## src/rtl/mtep_pkg.sv

```systemverilog
// package for the midi track event parser: phase codes, result kinds, constants
// no dependencies
`default_nettype none
package mtep_pkg;
    typedef enum logic [3:0] {
        PH_HEADER, PH_HDR_SKIP, PH_TRK_HDR, PH_DELTA, PH_STATUS, PH_META_TYPE,
        PH_META_LEN, PH_SYSEX_LEN, PH_TEMPO, PH_SKIP, PH_DATA1, PH_DATA2, PH_DONE
    } phase_t;

    typedef enum logic [1:0] {
        KIND_CHANNEL = 2'd0, KIND_TEMPO = 2'd1, KIND_OK = 2'd2, KIND_FAIL = 2'd3
    } kind_t;

    localparam int unsigned MAX_EVENTS = 1048576;
    localparam logic [15:0] DEFAULT_DIVISION = 16'd96;
    localparam logic [23:0] DEFAULT_TEMPO = 24'd500000;

    typedef struct packed {
        logic [1:0]  kind;
        logic [31:0] tick;
        logic [7:0]  status;
        logic [7:0]  data1;
        logic [7:0]  data2;
        logic [23:0] tempo;
        logic [15:0] division;
        logic        last;
    } result_t;

    typedef struct packed {
        logic [7:0] file_byte;
        logic       final_byte;
    } item_t;
endpackage
`default_nettype wire

```

## src/rtl/mtep_in_if.sv

```systemverilog
// input channel interface: valid, ready and one file byte transaction
// depends on mtep_pkg
`default_nettype none
interface mtep_in_if;
    logic            valid;
    logic            ready;
    mtep_pkg::item_t payload;
    modport source (output valid, output payload, input ready);
    modport sink (input valid, input payload, output ready);
endinterface
`default_nettype wire

```

## src/rtl/mtep_out_if.sv

```systemverilog
// output channel interface: valid, ready and one result transaction
// depends on mtep_pkg
`default_nettype none
interface mtep_out_if;
    logic              valid;
    logic              ready;
    mtep_pkg::result_t payload;
    modport source (output valid, output payload, input ready);
    modport sink (input valid, input payload, output ready);
endinterface
`default_nettype wire

```

## src/rtl/mtep_out_queue.sv

```systemverilog
// four-entry result queue between parse logic and the output channel
// depends on mtep_pkg and mtep_out_if
`default_nettype none
module mtep_out_queue (
    input  wire logic              clk,
    input  wire logic              rst_n,
    input  wire logic [1:0]        push_count,
    input  wire mtep_pkg::result_t push_a,
    input  wire mtep_pkg::result_t push_b,
    output logic [2:0]             fill,
    mtep_out_if.source             out_ch
);
    import mtep_pkg::*;

    result_t    slot_reg [4];
    logic [1:0] rd_reg;
    logic [1:0] wr_reg;
    logic [2:0] fill_reg;
    logic       pop;

    assign pop            = out_ch.valid && out_ch.ready;
    assign out_ch.valid   = fill_reg != 3'd0;
    assign out_ch.payload = slot_reg[rd_reg];
    assign fill           = fill_reg;

    // storage writes
    always_ff @(posedge clk)
    begin
        if (push_count != 2'd0)
            slot_reg[wr_reg] <= push_a;
        if (push_count == 2'd2)
            slot_reg[wr_reg + 2'd1] <= push_b;
    end

    // pointers and fill
    always_ff @(posedge clk or negedge rst_n)
    begin
        if (!rst_n)
        begin
            rd_reg   <= '0;
            wr_reg   <= '0;
            fill_reg <= '0;
        end
        else
        begin
            wr_reg   <= wr_reg + push_count;
            rd_reg   <= rd_reg + {1'b0, pop};
            fill_reg <= fill_reg + {1'b0, push_count} - {2'b0, pop};
        end
    end

    assert property (@(posedge clk) disable iff (!rst_n) fill_reg <= 3'd4)
        else $error("queue overflow");
    assert property (@(posedge clk) disable iff (!rst_n)
        (fill_reg == 3'd0) |-> !out_ch.valid) else $error("valid while empty");
    assert property (@(posedge clk) disable iff (!rst_n)
        (push_count == 2'd0 && !pop) |=> $stable(fill_reg)) else $error("fill drift");
endmodule
`default_nettype wire

```

## src/rtl/midi_track_event_parser_core.sv

```systemverilog
// top level of the midi track event parser: byte-wide parse state and result queue
// depends on mtep_pkg, mtep_in_if, mtep_out_if, mtep_out_queue

// Takes one standard MIDI file byte per cycle, back to back, and posts up to two
// results for it (an event and, on the final byte, the load summary) into a
// four-entry queue; a byte is taken whenever the queue, after this cycle's write
// and read, still has two free entries, so throughput is one byte per clock while
// the output side keeps up. Each byte is registered at the input and its results
// are written to the queue on the next cycle.
`default_nettype none
module midi_track_event_parser_core (
    input  wire logic clk,
    input  wire logic rst_n,
    mtep_in_if.sink   in_ch,
    mtep_out_if.source out_ch
);
    import mtep_pkg::*;

    phase_t      phase_reg, phase_next;
    logic [31:0] offset_reg, offset_next;
    logic [31:0] hlen_reg, hlen_next;
    logic [31:0] trem_reg, trem_next;
    logic [31:0] rtick_reg, rtick_next;
    logic [7:0]  rstat_reg, rstat_next;
    logic        rvalid_reg, rvalid_next;
    logic [7:0]  cstat_reg, cstat_next;
    logic [7:0]  mtype_reg, mtype_next;
    logic [31:0] lacc_reg, lacc_next;
    logic [31:0] skip_reg, skip_next;
    logic [7:0]  fdata_reg, fdata_next;
    logic [23:0] tasm_reg, tasm_next;
    logic [20:0] evcnt_reg, evcnt_next;
    logic [31:0] ftick_reg, ftick_next;
    logic [23:0] itempo_reg, itempo_next;
    logic        scan_reg, scan_next;
    logic [15:0] tpq_reg, tpq_next;

    item_t       item_reg;
    logic        item_valid_reg;
    logic [2:0]  fill;
    logic [1:0]  push_count;
    result_t     push_a, push_b;
    logic        take;
    logic        pop;
    logic [3:0]  fill_after;

    // accept while the queue, after this cycle's write and read, has room for two
    assign pop         = out_ch.valid && out_ch.ready;
    assign fill_after  = {1'b0, fill} + {2'b0, push_count} - {3'b0, pop};
    assign in_ch.ready = fill_after <= 4'd2;
    assign take        = in_ch.valid && in_ch.ready;

    // input register
    always_ff @(posedge clk or negedge rst_n)
    begin
        if (!rst_n)
            item_valid_reg <= 1'b0;
        else
            item_valid_reg <= take;
    end

    always_ff @(posedge clk)
    begin
        if (take)
            item_reg <= in_ch.payload;
    end

    // parse step for the registered byte
    always_comb
    begin
        logic [7:0]  b;
        logic        ev;
        logic        is_tempo;
        logic [23:0] ev_tempo;
        logic [31:0] len;
        logic        data1_now;
        logic [15:0] tpq_w;
        result_t     ev_res;
        result_t     sum_res;

        b         = item_reg.file_byte;
        ev        = 1'b0;
        is_tempo  = 1'b0;
        ev_tempo  = '0;
        len       = '0;
        data1_now = 1'b0;
        tpq_w     = '0;
        ev_res    = '0;
        sum_res   = '0;

        phase_next  = phase_reg;
        offset_next = offset_reg;
        hlen_next   = hlen_reg;
        trem_next   = trem_reg;
        rtick_next  = rtick_reg;
        rstat_next  = rstat_reg;
        rvalid_next = rvalid_reg;
        cstat_next  = cstat_reg;
        mtype_next  = mtype_reg;
        lacc_next   = lacc_reg;
        skip_next   = skip_reg;
        fdata_next  = fdata_reg;
        tasm_next   = tasm_reg;
        evcnt_next  = evcnt_reg;
        ftick_next  = ftick_reg;
        itempo_next = itempo_reg;
        scan_next   = scan_reg;
        tpq_next    = tpq_reg;

        // division bytes at fixed offsets
        if (offset_reg == 32'd12)
            tpq_next = {b, 8'h00};
        if (offset_reg == 32'd13)
        begin
            tpq_w    = {tpq_reg[15:8], b};
            tpq_next = (tpq_w == 16'd0) ? DEFAULT_DIVISION : tpq_w;
        end

        unique case (phase_reg)
            PH_HEADER:
            begin
                if ((offset_reg == 32'd0 && b != 8'h4D) || (offset_reg == 32'd1 && b != 8'h54))
                    phase_next = PH_DONE;
                else if (offset_reg >= 32'd4 && offset_reg <= 32'd7)
                begin
                    hlen_next = {hlen_reg[23:0], b};
                    if (offset_reg == 32'd7)
                    begin
                        skip_next  = hlen_next;
                        phase_next = (hlen_next == 32'd0) ? PH_TRK_HDR : PH_HDR_SKIP;
                    end
                end
            end
            PH_HDR_SKIP:
            begin
                skip_next = skip_reg - 32'd1;
                if (skip_next == 32'd0)
                    phase_next = PH_TRK_HDR;
            end
            PH_TRK_HDR:
            begin
                if (skip_reg == 32'd0 && b != 8'h4D)
                    phase_next = PH_DONE;
                else
                begin
                    if (skip_reg >= 32'd4)
                        trem_next = {trem_reg[23:0], b};
                    skip_next = skip_reg + 32'd1;
                    if (skip_next == 32'd8)
                    begin
                        lacc_next  = '0;
                        phase_next = (trem_next == 32'd0) ? PH_DONE : PH_DELTA;
                    end
                end
            end
            PH_DELTA:
            begin
                if ({11'b0, evcnt_reg} >= MAX_EVENTS)
                    phase_next = PH_DONE;
                else
                begin
                    lacc_next = {lacc_reg[24:0], b[6:0]};
                    if (!b[7])
                    begin
                        rtick_next = rtick_reg + lacc_next;
                        lacc_next  = '0;
                        phase_next = PH_STATUS;
                    end
                end
            end
            PH_STATUS:
            begin
                if (!b[7])
                begin
                    if (!rvalid_reg)
                        phase_next = PH_DONE;
                    else
                    begin
                        cstat_next = rstat_reg;
                        data1_now  = 1'b1;
                    end
                end
                else
                begin
                    cstat_next = b;
                    if (b < 8'hF0)
                    begin
                        rstat_next  = b;
                        rvalid_next = 1'b1;
                    end
                    lacc_next = '0;
                    if (b == 8'hFF)
                        phase_next = PH_META_TYPE;
                    else if (b >= 8'hF0)
                        phase_next = PH_SYSEX_LEN;
                    else
                        phase_next = PH_DATA1;
                end
            end
            PH_DATA1:
                data1_now = 1'b1;
            PH_DATA2:
            begin
                ev         = 1'b1;
                ev_res     = '{KIND_CHANNEL, rtick_reg, cstat_reg, fdata_reg, b, 24'd0,
                               16'd0, 1'b0};
                phase_next = PH_DELTA;
            end
            PH_META_TYPE:
            begin
                mtype_next = b;
                lacc_next  = '0;
                phase_next = PH_META_LEN;
            end
            PH_META_LEN, PH_SYSEX_LEN:
            begin
                len       = (lacc_reg > 32'h01FF_FFFF) ? 32'hFFFF_FFFF
                                                       : {lacc_reg[24:0], b[6:0]};
                lacc_next = len;
                if (!b[7])
                begin
                    lacc_next = '0;
                    if (phase_reg == PH_META_LEN && mtype_reg == 8'h51 && len == 32'd3)
                    begin
                        tasm_next  = '0;
                        skip_next  = 32'd3;
                        phase_next = PH_TEMPO;
                    end
                    else if (len == 32'd0)
                        phase_next = PH_DELTA;
                    else
                    begin
                        skip_next  = len;
                        phase_next = PH_SKIP;
                    end
                end
            end
            PH_TEMPO:
            begin
                tasm_next = {tasm_reg[15:0], b};
                skip_next = skip_reg - 32'd1;
                if (skip_next == 32'd0)
                begin
                    ev         = 1'b1;
                    is_tempo   = 1'b1;
                    ev_tempo   = tasm_next;
                    ev_res     = '{KIND_TEMPO, rtick_reg, 8'd0, 8'd0, 8'd0, tasm_next,
                                   16'd0, 1'b0};
                    phase_next = PH_DELTA;
                end
            end
            PH_SKIP:
            begin
                skip_next = skip_reg - 32'd1;
                if (skip_next == 32'd0)
                    phase_next = PH_DELTA;
            end
            default:
                phase_next = PH_DONE;
        endcase

        // first data byte, direct or through running status
        if (data1_now)
        begin
            fdata_next = b;
            if (cstat_next[7:4] == 4'hC || cstat_next[7:4] == 4'hD)
            begin
                ev         = 1'b1;
                ev_res     = '{KIND_CHANNEL, rtick_next, cstat_next, b, 8'd0, 24'd0,
                               16'd0, 1'b0};
                phase_next = PH_DELTA;
            end
            else
                phase_next = PH_DATA2;
        end

        // event bookkeeping
        if (ev)
        begin
            if (evcnt_reg == 21'd0)
                ftick_next = rtick_next;
            evcnt_next = evcnt_reg + 21'd1;
            if (scan_reg)
            begin
                if (rtick_next != 32'd0)
                    scan_next = 1'b0;
                else if (is_tempo && ev_tempo != 24'd0)
                begin
                    itempo_next = ev_tempo;
                    scan_next   = 1'b0;
                end
            end
        end

        // track length bound
        if (phase_reg >= PH_DELTA && phase_reg < PH_DONE)
        begin
            trem_next = trem_reg - 32'd1;
            if (trem_next == 32'd0)
                phase_next = PH_DONE;
        end
        if (offset_reg != 32'hFFFF_FFFF)
            offset_next = offset_reg + 32'd1;

        // summary on the final byte
        if (evcnt_next != 21'd0)
            sum_res = '{KIND_OK, ftick_next, 8'd0, 8'd0, 8'd0, itempo_next, tpq_next, 1'b1};
        else
            sum_res = '{KIND_FAIL, 32'd0, 8'd0, 8'd0, 8'd0, 24'd0, 16'd0, 1'b1};

        push_count = 2'd0;
        push_a     = ev_res;
        push_b     = sum_res;
        if (item_valid_reg)
        begin
            if (item_reg.final_byte)
            begin
                push_count = ev ? 2'd2 : 2'd1;
                if (!ev)
                    push_a = sum_res;
            end
            else if (ev)
            begin
                push_count  = 2'd1;
                push_a.last = 1'b1;
            end
        end
    end

    // parse state registers
    always_ff @(posedge clk or negedge rst_n)
    begin
        if (!rst_n)
        begin
            phase_reg  <= PH_HEADER;
            offset_reg <= '0;
            hlen_reg   <= '0;
            trem_reg   <= '0;
            rtick_reg  <= '0;
            rstat_reg  <= '0;
            rvalid_reg <= 1'b0;
            cstat_reg  <= '0;
            mtype_reg  <= '0;
            lacc_reg   <= '0;
            skip_reg   <= '0;
            fdata_reg  <= '0;
            tasm_reg   <= '0;
            evcnt_reg  <= '0;
            ftick_reg  <= '0;
            itempo_reg <= DEFAULT_TEMPO;
            scan_reg   <= 1'b1;
            tpq_reg    <= DEFAULT_DIVISION;
        end
        else if (item_valid_reg && item_reg.final_byte)
        begin
            phase_reg  <= PH_HEADER;
            offset_reg <= '0;
            hlen_reg   <= '0;
            trem_reg   <= '0;
            rtick_reg  <= '0;
            rstat_reg  <= '0;
            rvalid_reg <= 1'b0;
            cstat_reg  <= '0;
            mtype_reg  <= '0;
            lacc_reg   <= '0;
            skip_reg   <= '0;
            fdata_reg  <= '0;
            tasm_reg   <= '0;
            evcnt_reg  <= '0;
            ftick_reg  <= '0;
            itempo_reg <= DEFAULT_TEMPO;
            scan_reg   <= 1'b1;
            tpq_reg    <= DEFAULT_DIVISION;
        end
        else if (item_valid_reg)
        begin
            phase_reg  <= phase_next;
            offset_reg <= offset_next;
            hlen_reg   <= hlen_next;
            trem_reg   <= trem_next;
            rtick_reg  <= rtick_next;
            rstat_reg  <= rstat_next;
            rvalid_reg <= rvalid_next;
            cstat_reg  <= cstat_next;
            mtype_reg  <= mtype_next;
            lacc_reg   <= lacc_next;
            skip_reg   <= skip_next;
            fdata_reg  <= fdata_next;
            tasm_reg   <= tasm_next;
            evcnt_reg  <= evcnt_next;
            ftick_reg  <= ftick_next;
            itempo_reg <= itempo_next;
            scan_reg   <= scan_next;
            tpq_reg    <= tpq_next;
        end
    end

    mtep_out_queue u_queue (
        .clk        (clk),
        .rst_n      (rst_n),
        .push_count (push_count),
        .push_a     (push_a),
        .push_b     (push_b),
        .fill       (fill),
        .out_ch     (out_ch)
    );

    assert property (@(posedge clk) disable iff (!rst_n)
        (item_valid_reg && item_reg.final_byte) |=> (phase_reg == PH_HEADER))
        else $error("no restart after final byte");
    assert property (@(posedge clk) disable iff (!rst_n)
        (push_count == 2'd2) |-> (item_valid_reg && item_reg.final_byte))
        else $error("double push without final byte");
    assert property (@(posedge clk) disable iff (!rst_n)
        item_valid_reg |-> (fill <= 3'd2)) else $error("no room for results");
endmodule
`default_nettype wire
```

## src/flat_wrapper.sv

```systemverilog
// flat-port wrapper written by rule: the top's interface ports become plain ports
module midi_track_event_parser_core_flat import mtep_pkg::*;
  (clk, rst_n, in_ch_valid, in_ch_payload, in_ch_ready, out_ch_valid, out_ch_payload, out_ch_ready);
  mtep_in_if in_ch_i ();
  mtep_out_if out_ch_i ();
  input  wire logic clk;
  input  wire logic rst_n;
  input wire logic [$bits(in_ch_i.valid)-1:0] in_ch_valid;
  input wire logic [$bits(in_ch_i.payload)-1:0] in_ch_payload;
  output wire logic [$bits(in_ch_i.ready)-1:0] in_ch_ready;
  output wire logic [$bits(out_ch_i.valid)-1:0] out_ch_valid;
  output wire logic [$bits(out_ch_i.payload)-1:0] out_ch_payload;
  input wire logic [$bits(out_ch_i.ready)-1:0] out_ch_ready;
  assign in_ch_i.valid = in_ch_valid;
  assign in_ch_i.payload = in_ch_payload;
  assign in_ch_ready = in_ch_i.ready;
  assign out_ch_valid = out_ch_i.valid;
  assign out_ch_payload = out_ch_i.payload;
  assign out_ch_i.ready = out_ch_ready;
  midi_track_event_parser_core u_core (.clk(clk), .rst_n(rst_n), .in_ch(in_ch_i), .out_ch(out_ch_i));
endmodule
```

## config.mk

```make
export PLATFORM = sky130hd
export DESIGN_NAME = midi_track_event_parser_core_flat
export DESIGN_NICKNAME = d
export VERILOG_FILES = /design/src/rtl/mtep_pkg.sv /design/src/rtl/mtep_in_if.sv /design/src/rtl/mtep_out_if.sv /design/src/rtl/mtep_out_queue.sv /design/src/rtl/midi_track_event_parser_core.sv /design/src/flat_wrapper.sv
export SDC_FILE = /design/constraint.sdc
export NUM_CORES = 2
export LEC_CHECK = 0
export BUFFER_PORTS_ARGS = -buffer_cell sky130_fd_sc_hd__buf_4
export CAP_MARGIN = 20
export CORE_MARGIN = 2
export CORE_UTILIZATION = 24
export CTS_CLUSTER_SIZE = 25
export DETAILED_ROUTE_END_ITERATION = 12
export SETUP_SLACK_MARGIN = 0.4
export SLEW_MARGIN = 20
export SYNTH_ARGS = -nofsm -noshare
export SYNTH_HDL_FRONTEND = slang
export SYNTH_SLANG_ARGS = --single-unit
```

## constraint.sdc

```tcl
create_clock -name clk -period 17.4 [get_ports clk]
set_input_delay 3.48 -clock clk [delete_from_list [all_inputs] [get_ports clk]]
set_output_delay 3.48 -clock clk [all_outputs]
set_load 0.01 [all_outputs]
```

==> impl_metrics.py <==
metrics = {
    "die": {
        "die_w_um": 418,
        "io_pins": 114,
        "dieArea_sq_um": 174000,
        "rows": 151,
        "die_h_um": 418,
        "start_util_pct": 24.2,
        "coreArea_sq_um": 170000,
    },
    "min_path": {
        "hp-class": "reg2reg",
        "hold_start": "u_core.u_queue.slot_reg[3][56]$_SDFFE_PP0P_",
        "whs_endpoint": "u_core.u_queue.slot_reg[3][56]$_SDFFE_PP0P_",
        "hold_depth": 2,
    },
    "grt": {
        "gr-total-overflow": 0,
        "grt_max_degree": 153,
        "antenna_found_initial": 1,
        "grt_pass1_vias": 33200,
        "grt_pass1_wl_um": 218000,
        "grt_usage_pct": 16.1,
    },
    "sta": {
        "setup_tns_ps": 0,
        "setup_viol": 0,
        "period_needed_ps": 10900,
        "final.period_utilization_pct": 62.7,
        "rsz0062_at_grt": "false",
        "final-hold-violation-count": 0,
        "worstMarginPinSlew_ps": 1200,
        "fin_skew_ps": 36.4,
        "slew_violations": 0,
        "relSlewSlack_pct": 19.4,
        "max_freq_mhz": 91.7,
    },
    "finish": {
        "drive_gt1_share_pct": 13.3,
        "fill_cells": 17800,
        "largest_reg_flops": 396,
        "syn2layout_area_growth_pct": 14.5,
        "seq_area_sq_um": 19600,
        "multi_input_area_sq_um": 19900,
        "layout.nets": 4102,
        "postLayoutCoreUtil_pct": 27.7,
    },
    "worst_setup_path": {
        "regToRegStartpoint": "u_core.skip_reg[0]$_DFFE_PN0P_",
        "required_ps": 13920,
        "crit_slowest_cell": "or4_1",
        "end_kind": "primary output",
        "worst-path-buf-inv": 3,
        "critPathMaxFanout": 14,
        "r2r_slack_ps": 9760,
        "critPathTopFamily": "simple AND/OR/NAND/NOR gates",
        "crit_chain": "inv_1 -> ha_1 -> or3b_2 -> or4_1 -> o41a_1 -> a31oi_1 -> nand4_1 -> or4_1 -> nand2_4 -> ha_1 -> nand2_1 -> ha_1 -> inv_1 -> ha_1 -> a21o_1 -> a21oi_1 -> xnor2_1 -> a211oi_1 -> buf_4",
        "r2r_end": "u_core.u_queue.slot_reg[0][75]$_DFFE_PP_",
        "rr_worst_depth": 16,
        "worstSetupPathType": "reg2out",
        "cp-start-kind": "flip-flop",
        "critical_path.most_common_cell": "ha_1",
        "critPathMaxStageDelay_ps": 800,
        "crit_arrival_ps": 7420,
    },
    "run_status": {
        "outcome": "complete, no violations",
    },
    "detailed_routing": {
        "viasPerCell": 5.51,
        "dr_wl_met2_um": 67400,
        "drt-met1-wl_um": 61300,
        "num_vias": 34800,
        "drtIter0Drc": 4162,
        "dr.max_layer_used": "met5",
        "dr_wl_met3_um": 12000,
        "drt_wl_total_um": 145000,
        "drtPass1Iterations": 6,
        "drc_errors": 0,
        "drtAntennaViolNets": 0,
        "wl_per_cell_um": 22.9,
    },
    "place": {
        "io_buffers": 113,
        "detailed_place_hpwl_um": 94000,
        "gp_routability_congestion": 0.923,
    },
    "synthesis": {
        "syn-mean-instance-area_sq_um": 9.95,
        "yosysSeqAreaShare_pct": 47.7,
        "ys_ff_latch": 743,
        "synth_area_sq_um": 41000,
        "yosysWarnings": 0,
        "synth_edf_count": 301,
        "synth_nets": 4189,
        "netlist_instances": 4123,
        "async_flop_share_pct": 45.5,
        "ys_types": 92,
        "ys.flop_type": "dfrtp_1",
        "synth_top_area_share_pct": 22.0,
        "yosys-top-cells-area": "edfxtp_1 (22%), dfrtp_1 (20%), mux4_2 (5.4%)",
        "yosys.area.top_type": "edfxtp_1",
    },
    "clock_tree": {
        "cts_max_level": 3,
        "cts_resized": 0,
        "clk_pin_slew_ps": 60,
        "numCtsBuffers": 84,
        "clk_latency_ps": 680,
        "clock-sinks": 743,
        "cts_setup_buffers": 0,
        "holdBufCountCts": 0,
        "tritoncts": "built",
        "clk_path_buf_depth": 3,
        "root_buffer": "clkbuf_16",
    },
    "power_and_ir_drop": {
        "power_density_nw_per_um2": 135,
        "ir_worst_vdd_uv": 68.0,
        "leakagePower_nw": 17.0,
    },
    "flow_run": {
        "maxCapViolCount": 0,
    },
}
==> per-stage QoR <==
| stage | total power [mW] | worst slack, ps | instances | hold WS, ps | cell area (sq um) |
|---|---|---|---|---|---|
| after floorplan | 3.58 | 8280 | 4123 | 420 | 41000 |
| after global placement | 4.46 | 7320 | 6166 | 429 | 44000 |
| after detailed placement | 4.47 | 7270 | 6166 | 438 | 44000 |
| after CTS | 6.36 | 6550 | 6322 | 451 | 46900 |
| after global routing | 6.63 | 6210 | 6324 | 476 | 47000 |
| final | 6.34 | 6500 | 6325 | 447 | 47000 |
==> cells in the mapped netlist (33+ instances only) <==
cell type  count
a21oi_1      229
nand3_1      114
nand4_1       41
a32o_1        63
nor3_1        79
mux4_2        99
nor4_1        72
a22oi_1       39
or3_1         35
a31oi_1       44
o2bb2ai_1     85
o22ai_1      138
o21ai_0      290
xor2_1        43
inv_1         71
nand2_1      444
mux2_2        36
mux2i_1       71
dfrtp_1      328
and2_1        36
o31ai_1       33
and3_1        40
a22o_1       113
xnor2_1       42
clkbuf_1     307
nor2_1       313
edfxtp_1     301
dfxtp_1      104
ha_1          51
==> cell type report <==
type,count,area share (%)
antenna,1,0.00532
clock buffer,115,4.97
clock inverter,41,1.26
inverter,72,0.591
multi-input combinational,2941,42.3
sequential,743,41.7
tap,2218,5.90
timing repair buffer,194,3.23
==> routing by layer <==
metal | vias up | global-route usage [%]
li1 | 15500 | -
met1 | 17500 | 22.0
met2 | 1600 | 25.7
met3 | 245 | 3.14
met4 | 2 | 4.86
met5 | - | 0
==> where the power goes <==
part | leakage [nW] | switching [mW] | total [mW] | internal, mW
Sequential | 8.19 | 0.322 | 2.32 | 1.99
Combinational | 7.36 | 1.35 | 2.14 | 0.790
Clock | 1.41 | 0.781 | 1.88 | 1.10
Total | 17.0 | 2.46 | 6.34 | 3.89
==> placed cells by master (no fill, tap or decap), types with 16 or more instances in the layout <==
master / n
or4_1: 23
dfxtp_1: 104
o21ai_0: 290
mux2i_1: 71
or3_1: 35
clkbuf_16: 86
o22ai_1: 138
a22oi_1: 39
inv_1: 66
clkbuf_1: 21
mux2_2: 36
edfxtp_1: 301
nand4_1: 41
buf_4: 190
o21a_1: 16
nand2b_1: 20
a221oi_1: 19
nand3_1: 113
ha_1: 51
xor2_1: 43
a31oi_1: 39
dfrtp_1: 325
nand2_1: 440
xnor2_1: 42
nor3_1: 76
o21ai_1: 30
a21oi_1: 228
mux4_2: 99
o31ai_1: 33
o2bb2ai_1: 85
nor4_1: 68
and3_1: 40
and2_1: 36
a21o_1: 28
a22o_1: 113
nor2_1: 304
o211ai_1: 20
a32o_1: 63
a211oi_1: 16
==> cell families after synthesis <==
group / share of synthesized area, %
flops: 47.7
fa+ha+maj: 1.65
mux: 8.18
buf+inv: 4.23
simple gates: 15.2
xor+xnor: 1.81
compound gates: 21.2
==> worst max-delay path by stage <==
stage	depth (start not counted)	to	start	slack [ps]
finish	19	in_ch_ready	u_core.skip_reg[0]$_DFFE_PN0P_	6500
global route	19	in_ch_ready	u_core.skip_reg[0]$_DFFE_PN0P_	6210
CTS	19	in_ch_ready	u_core.skip_reg[0]$_DFFE_PN0P_	6550
detailed placement	19	in_ch_ready	u_core.skip_reg[0]$_DFFE_PN0P_	7270
global placement	19	in_ch_ready	u_core.skip_reg[0]$_DFFE_PN0P_	7320
floorplan	23	in_ch_ready	u_core.skip_reg[0]$_DFFE_PN0P_	8280
==> worst register-to-register path, stage by stage (launching register included) <==
cell      delay (ps)
dfrtp_1          510
inv_1            120
ha_1             240
or3b_2           550
or4_1            670
o41a_1           510
a31oi_1          210
nand4_1          150
or4_1            800
nand2_4          340
ha_1             320
nand2_1          330
nor3_1          1000
nor2_2            20
buf_4            270
clkinv_2         260
buf_4            880
No activity file was read; power rests on OpenSTA's default activity.
